`config.mk`:
```
export PLATFORM = sky130hd
export DESIGN_NAME = wsd_index_unit
export DESIGN_NICKNAME = d
export VERILOG_FILES = /design/src/sv/wsd_pkg.sv /design/src/sv/wsd_index_unit.sv
export SDC_FILE = /design/constraint.sdc
export NUM_CORES = 1
export LEC_CHECK = 0
export BUFFER_PORTS_ARGS = -buffer_cell sky130_fd_sc_hd__buf_2
export CAP_MARGIN = 20
export CORE_MARGIN = 8
export CORE_UTILIZATION = 55
export DETAILED_ROUTE_END_ITERATION = 10
export PLACE_DENSITY = 0.76
export SYNTH_ARGS = -nofsm -noshare
export SYNTH_HDL_FRONTEND = slang
export SYNTH_SLANG_ARGS = --single-unit
```
`constraint.sdc`:
```
create_clock -name clock -period 15.7 [get_ports clock]
set_clock_uncertainty 0.2 [all_clocks]
set_input_delay 0 -clock clock [delete_from_list [all_inputs] [get_ports clock]]
set_output_delay 0 -clock clock [all_outputs]
set_load 0.03 [all_outputs]
```
`src/sv/wsd_pkg.sv`:
```
// Shared constants, codes and types of the work-stealing deque.
// No dependencies.
`timescale 1ns / 1ps

package wsd_pkg;

   localparam int CAPACITY    = 256;
   localparam int SLOT_BITS   = $clog2(CAPACITY);
   localparam int INDEX_BITS  = SLOT_BITS + 1;
   localparam int COUNT_BITS  = INDEX_BITS;
   localparam int HANDLE_BITS = 64;
   localparam int FUNC_BITS   = 2;
   localparam int STATUS_BITS = 2;

   // operation codes
   localparam logic [FUNC_BITS-1:0] FUNC_PUSH  = 2'd0;
   localparam logic [FUNC_BITS-1:0] FUNC_POP   = 2'd1;
   localparam logic [FUNC_BITS-1:0] FUNC_STEAL = 2'd2;

   // result status codes
   localparam logic [STATUS_BITS-1:0] STATUS_OK    = 2'd0;
   localparam logic [STATUS_BITS-1:0] STATUS_FULL  = 2'd1;
   localparam logic [STATUS_BITS-1:0] STATUS_EMPTY = 2'd2;

   // decoded operation from the index unit
   typedef struct packed {
      logic [STATUS_BITS-1:0] status;
      logic [COUNT_BITS-1:0]  count_after;
      logic                   wr_en;
      logic                   rd_en;
      logic [SLOT_BITS-1:0]   addr;
   } wsd_op_type;

endpackage

```
`src/sv/wsd_index_unit.sv`:
```
// Top and bottom index registers and the operation decode of the deque.
// Depends on wsd_pkg.
`timescale 1ns / 1ps

module wsd_index_unit (
   input  logic                          clock,
   input  logic                          reset,
   input  logic                          accept,
   input  logic [wsd_pkg::FUNC_BITS-1:0] func,
   output wsd_pkg::wsd_op_type           op
);

   logic [wsd_pkg::INDEX_BITS-1:0] top_ff, top_in;
   logic [wsd_pkg::INDEX_BITS-1:0] bottom_ff, bottom_in;
   logic [wsd_pkg::INDEX_BITS-1:0] count;
   logic [wsd_pkg::INDEX_BITS-1:0] last;
   logic                           full;
   logic                           empty;

   assign count = bottom_ff - top_ff;
   assign last  = bottom_ff - wsd_pkg::INDEX_BITS'(1);
   assign full  = count >= wsd_pkg::INDEX_BITS'(wsd_pkg::CAPACITY);
   assign empty = count == '0;

   // decode the operation against the current indices
   always_comb begin
      top_in    = top_ff;
      bottom_in = bottom_ff;
      op.status = wsd_pkg::STATUS_EMPTY;
      op.wr_en  = 1'b0;
      op.rd_en  = 1'b0;
      op.addr   = bottom_ff[wsd_pkg::SLOT_BITS-1:0];
      unique case (func)
         wsd_pkg::FUNC_PUSH: begin
            if (full) begin
               op.status = wsd_pkg::STATUS_FULL;
            end else begin
               op.status = wsd_pkg::STATUS_OK;
               op.wr_en  = 1'b1;
               bottom_in = bottom_ff + wsd_pkg::INDEX_BITS'(1);
            end
         end
         wsd_pkg::FUNC_POP: begin
            op.addr = last[wsd_pkg::SLOT_BITS-1:0];
            if (!empty) begin
               op.status = wsd_pkg::STATUS_OK;
               op.rd_en  = 1'b1;
               // last entry leaves by the top so both indices meet
               if (count == wsd_pkg::INDEX_BITS'(1)) begin
                  top_in = top_ff + wsd_pkg::INDEX_BITS'(1);
               end else begin
                  bottom_in = last;
               end
            end
         end
         wsd_pkg::FUNC_STEAL: begin
            op.addr = top_ff[wsd_pkg::SLOT_BITS-1:0];
            if (!empty) begin
               op.status = wsd_pkg::STATUS_OK;
               op.rd_en  = 1'b1;
               top_in    = top_ff + wsd_pkg::INDEX_BITS'(1);
            end
         end
         default: begin
            op.status = wsd_pkg::STATUS_EMPTY;
         end
      endcase
      op.count_after = bottom_in - top_in;
   end

   // advance the indices on an accepted beat
   always_ff @(posedge clock) begin
      if (reset) begin
         top_ff    <= '0;
         bottom_ff <= '0;
      end else if (accept) begin
         top_ff    <= top_in;
         bottom_ff <= bottom_in;
      end
   end

endmodule

```
; Yosys cells after proc, flatten, opt, wreduce, memory -nomap -nowiden
; Index checks and enable logic that the tools add are counted.
[op_classes]
n_addsub = 5
n_mul = 0
div_mod_pow = 0
n_lt_le_gt_ge = 1
eq_ne = 3
n_shift = 0
mux = 15
bitwise_logic = 0
n_reduce_logical = 3
[op_table]
columns = op, n
row1 = 9-bit 2-to-1 mux, 6
row2 = 9-bit case mux with 2 select lines, 3
row3 = "9-bit by 1-bit adder with 9-bit output, second input constant", 2
row4 = 9-bit subtractor, 2
row5 = "9-bit by 1-bit == test with 1-bit output, second input constant", 1
row6 = "9-bit greater-or-equal comparator, second input constant", 1
row7 = 9-bit zero test, 1
row8 = "9-bit by 1-bit subtractor with 9-bit output, second input constant", 1
row9 = 1-bit 2-to-1 mux, 4
row10 = 2-bit case mux with 2 select lines, 1
row11 = "2-bit by 1-bit == test with 1-bit output, second input constant", 1
row12 = "2-bit == test, second input constant", 1
row13 = 2-bit zero test, 1
row14 = 2-bit 2-to-1 mux, 1
row15 = 2-bit OR reduction, 1
[totals]
regBits = 18
latchBits = 0
mem_bits_rw = 0
mem_bits_ro = 0
out_inout_bits = 21
wordCells = 29
memories = 0

; Logic depth before layout (Yosys ltp)
[depth]
word_depth = 6
depth_mapped = 24

; Least setup slack after synthesis
; Ideal clock, no wire load.
[synth_path]
path_kind = flip-flop to output port
startpoint = reg bottom_ff[0] (netlist name)
endpoint = out op[18] (netlist name)
t_arrival_ns = 5.352
path_slack_ns = 10.148
stages_incl_launch_ff = 23
path_buffers = 3
path_cell_list = dfxtp_1 inv_1 ha_1 fa_1 o221ai_1 a2111o_1 or4_1 buf_2 or3_1 buf_6 o221ai_1 buf_6 o21ai_0 ha_1 fa_1 nor2b_1 o21ai_0 a21boi_0 o21a_1 o21ai_0 nand2b_1 a21oi_1 xor3_1
[synth_rtl]
columns = item, line_no
row1 = "start, declared", wsd_index_unit.sv:14  ; logic [wsd_pkg::INDEX_BITS-1:0] bottom_ff, bottom_in;
row2 = "start signal, assigned", wsd_index_unit.sv:78  ; bottom_ff <= bottom_in;
row3 = "end, declared", wsd_index_unit.sv:10  ; output wsd_pkg::wsd_op_type op

==> results.md <==
- Top-count cell post-synth: inv_1
- Top cells by count, synth: 37 x inv_1, 31 x nor2_1, 28 x nand2_1
- Commonest register cell after synthesis: dfxtp_1
- Clk pwr share: 12.5%
- Die ar.: 7440 µm²
- Post-CTS sizing: 0
- TritonRoute pass-1 iters: 5
- First-pass GRT wire length: 12900 µm
- Cell type with the highest aggregate area in the netlist: dfxtp_1
- Setup CP Type: reg -> out
- Largest net degree at the start of global routing: 19
- Avg Cell Area, Syn: 7.13 µm²
- Vias in the first global route: 2647
- Sw Pwr: 0.000137 W
- GR peak layer: met2
- Int Power: 0.000128 W
- Cell Rows: 25
- Post-route minimum period: 6350 ps
- CTS H-tree depth: 1
- Post-synthesis sequential area ratio: 13.3%
- DRC violation total after the first TritonRoute iteration: 425
- GR Layer Usage met1: 27.8%
- CTS sink cnt: 18
- Critical path cell sequence: inv_1, ha_1, fa_1, o221ai_1, a2111o_1, or4_1, nor3_1, nor2_1, a221oi_1, nor2_1, ha_1, nor2b_1, o21ai_0, a21boi_0, o21a_1, o21ai_0, nand2b_1, a21oi_1, xor3_1, buf_2
- Syn. warnings: 0
- Core Region: 4750 µm²
- Ant diodes: 0
- Total gr overflow: 0
- Synth unique cells: 67
- Maximum vdd drop: 0.0000757 V
- Synthesis-stage register bit count: 18
- PortBufs: 25
- Starting density of the core: 57.1%
- Fin nets: 421
- Number of synthesized flops with an enable pin: 0
- Met3 usage: 1.98%
- Layout cells sized above 1: 10.8%
- CTS tree: built
- Post-Syn Nets: 411
- Detailed-placement wirelength estimate: 5890 µm
- Crit path launch type: flop
- Finish-stage setup viols: 0
- Antenna viol nets, final: 0
- Synthesized instance count: 381
- Slew Viols, Final: 0
- Worst-path clk slew: 60 ps
- Die Y: 86.3 µm
- Tightest Pin Transition: 854 ps
- Leak pwr: 1.19 nW
- Mapped cell area: 2720 µm²
- Routed length per instance: 17.0 µm
- Clk_lat worst skew: 260 ps
- Final Wtd Congestion: 0.965
- Drt via density: 6.52
- Final WL: 7750 µm
- Num CTS Buffers: 3
- Fin cells: 456
- HP Class: in -> reg
- Comb power frac: 67.2%
- Worst Slack Setup Final: 9350 ps
- Initial antenna violation count: 0
- Crit Path Max Fanout: 7
- F_max: 157 MHz
- Global Route met2 Usage: 33.2%
- Critical Path Sink Type: output port
- Critical-path top delay cell: or4_1
- I/O pin count: 26
- Max-cap violations: 0
- Crit path largest cell delay: 650 ps
- CP required: 15500 ps
- Slew margin rel.: 42.6%
- All-layer global routing usage: 20.8%
- Area contributors post-synth: dfxtp_1 13%, ha_1 11%, inv_1 5.1%, a21oi_1 4.6%, o21ai_0 4.4%
- Crit path arrival time: 6150 ps
- Fin. Hold Viols: 0
- PwrDens: 92.2 nW/µm²
- TNS Setup: 0 ps
- Longest Clk Path Bufs: 2
- CP top delay family: simple AND/OR/NAND/NOR gates
- Sw frac: 51.8%
- DRC Markers: 0
- Share of synthesized registers carrying an async set or reset: 0%
- WP buf/inv: 2
- Crit share post-route: 40.5%
- Area Overhead vs Synth: 5.76%
- Pre-CTS WS: 9700 ps
- RSZ-0062 raised after global routing: false
- Area share of the largest cell type after synthesis: 13.3%
- Root Buffer: clkbuf_8
- Vias: 2971
- # placed instances: 452
- Part of the power in registers: 20.3%
- Chip width: 86.3 µm
- Status: complete, no violations
metal layers:
metal / vias to the layer above / routed length, µm
li1: 1426 / -
met1: 1369 / 3520
met2: 158 / 3480
met3: 18 / 563
met4: 0 / 183
met5: - / 0
flip-flops by register name, indices dropped and copies added (netlist names):
signal / count
bottom_ff: 9
top_ff: 9
path summary, 6_finish.rpt:
check	to	start	slack, ps	depth (start not counted)
setup / recovery	op[18]	bottom_ff[0]	9350	20
hold / removal	top_ff[1]	accept	10	3
setup reg to reg	bottom_ff[3]	bottom_ff[0]	11410	10
hold reg to reg	top_ff[2]	top_ff[2]	350	2
area by class of cell:
type,count,area (µm²)
tap,67,83.8
inverter,38,143
multi-input combinational,303,2100
fill,484,1880
sequential,18,360
timing repair buffer,27,143
clock buffer,3,41.3
cells by family after synthesis:
logic type,Yosys count,share of synthesized area [%]
AND/OR/NAND/NOR,131,25.0
flip-flops,18,13.3
XOR/XNOR,11,4.10
adder cells (fa/ha/maj),25,12.1
AO/OA/AOI/OAI,135,35.9
buffers and inverters,60,9.35
multiplexers,1,0.369
power groups by stage:
stage | sequential, W | combinational [W] | clock, W
final | 0.0000536 | 0.000178 | 0.0000332
after global routing | 0.0000541 | 0.000193 | 0.0000354
after CTS | 0.0000534 | 0.000177 | 0.0000332
after detailed placement | 0.0000544 | 0.000176 | 0
after global placement | 0.0000543 | 0.000174 | 0
after floorplan | 0.0000514 | 0.000141 | 0
layout by cell type (no fill, tap or decap), drive strengths merged, types with 4 or more instances in the layout:
cell type | netlist | routed
inv | 37 | 37
nor2 | 31 | 31
nand2 | 28 | 28
buf | 7 | 26
o21ai | 26 | 26
a21oi | 25 | 25
ha | 23 | 23
nor3 | 19 | 19
dfxtp | 18 | 18
nand3 | 13 | 13
o32ai | 12 | 12
a21o | 8 | 8
a21boi | 7 | 7
xnor2 | 7 | 7
o21a | 6 | 6
o221ai | 5 | 5
nor2b | 5 | 5
or3 | 5 | 5
nand2b | 4 | 4
a31oi | 4 | 4
a211oi | 4 | 4
o22ai | 4 | 4
a221oi | 4 | 4
and2 | 4 | 4
or2b | 4 | 4
repair_timing:
item / CTS / global route
setup endpoints to repair: 0 / 0
hold buffers: 1 / 0
endpoints found under the hold margin: 8 / 0
setup buffers: 0 / 0
per-stage QoR:
step           util (%)  total power [W]  hold WS (ps)  area, µm²
2_1_floorplan         -         0.000192          50.4       2720
3_3_place_gp       59.3         0.000228           207       2820
3_5_place_dp       59.3         0.000230           210       2820
4_1_cts            60.4         0.000264          7.58       2870
5_1_grt            60.4         0.000283          6.75       2870
6_report           60.4         0.000265          10.4       2870
tightest hold or removal path, stage by stage:
cell	delay (ps)
buf_2	220
nand3_1	110
o32ai_1	70
Note: power is estimated with default switching activity, not from simulation.
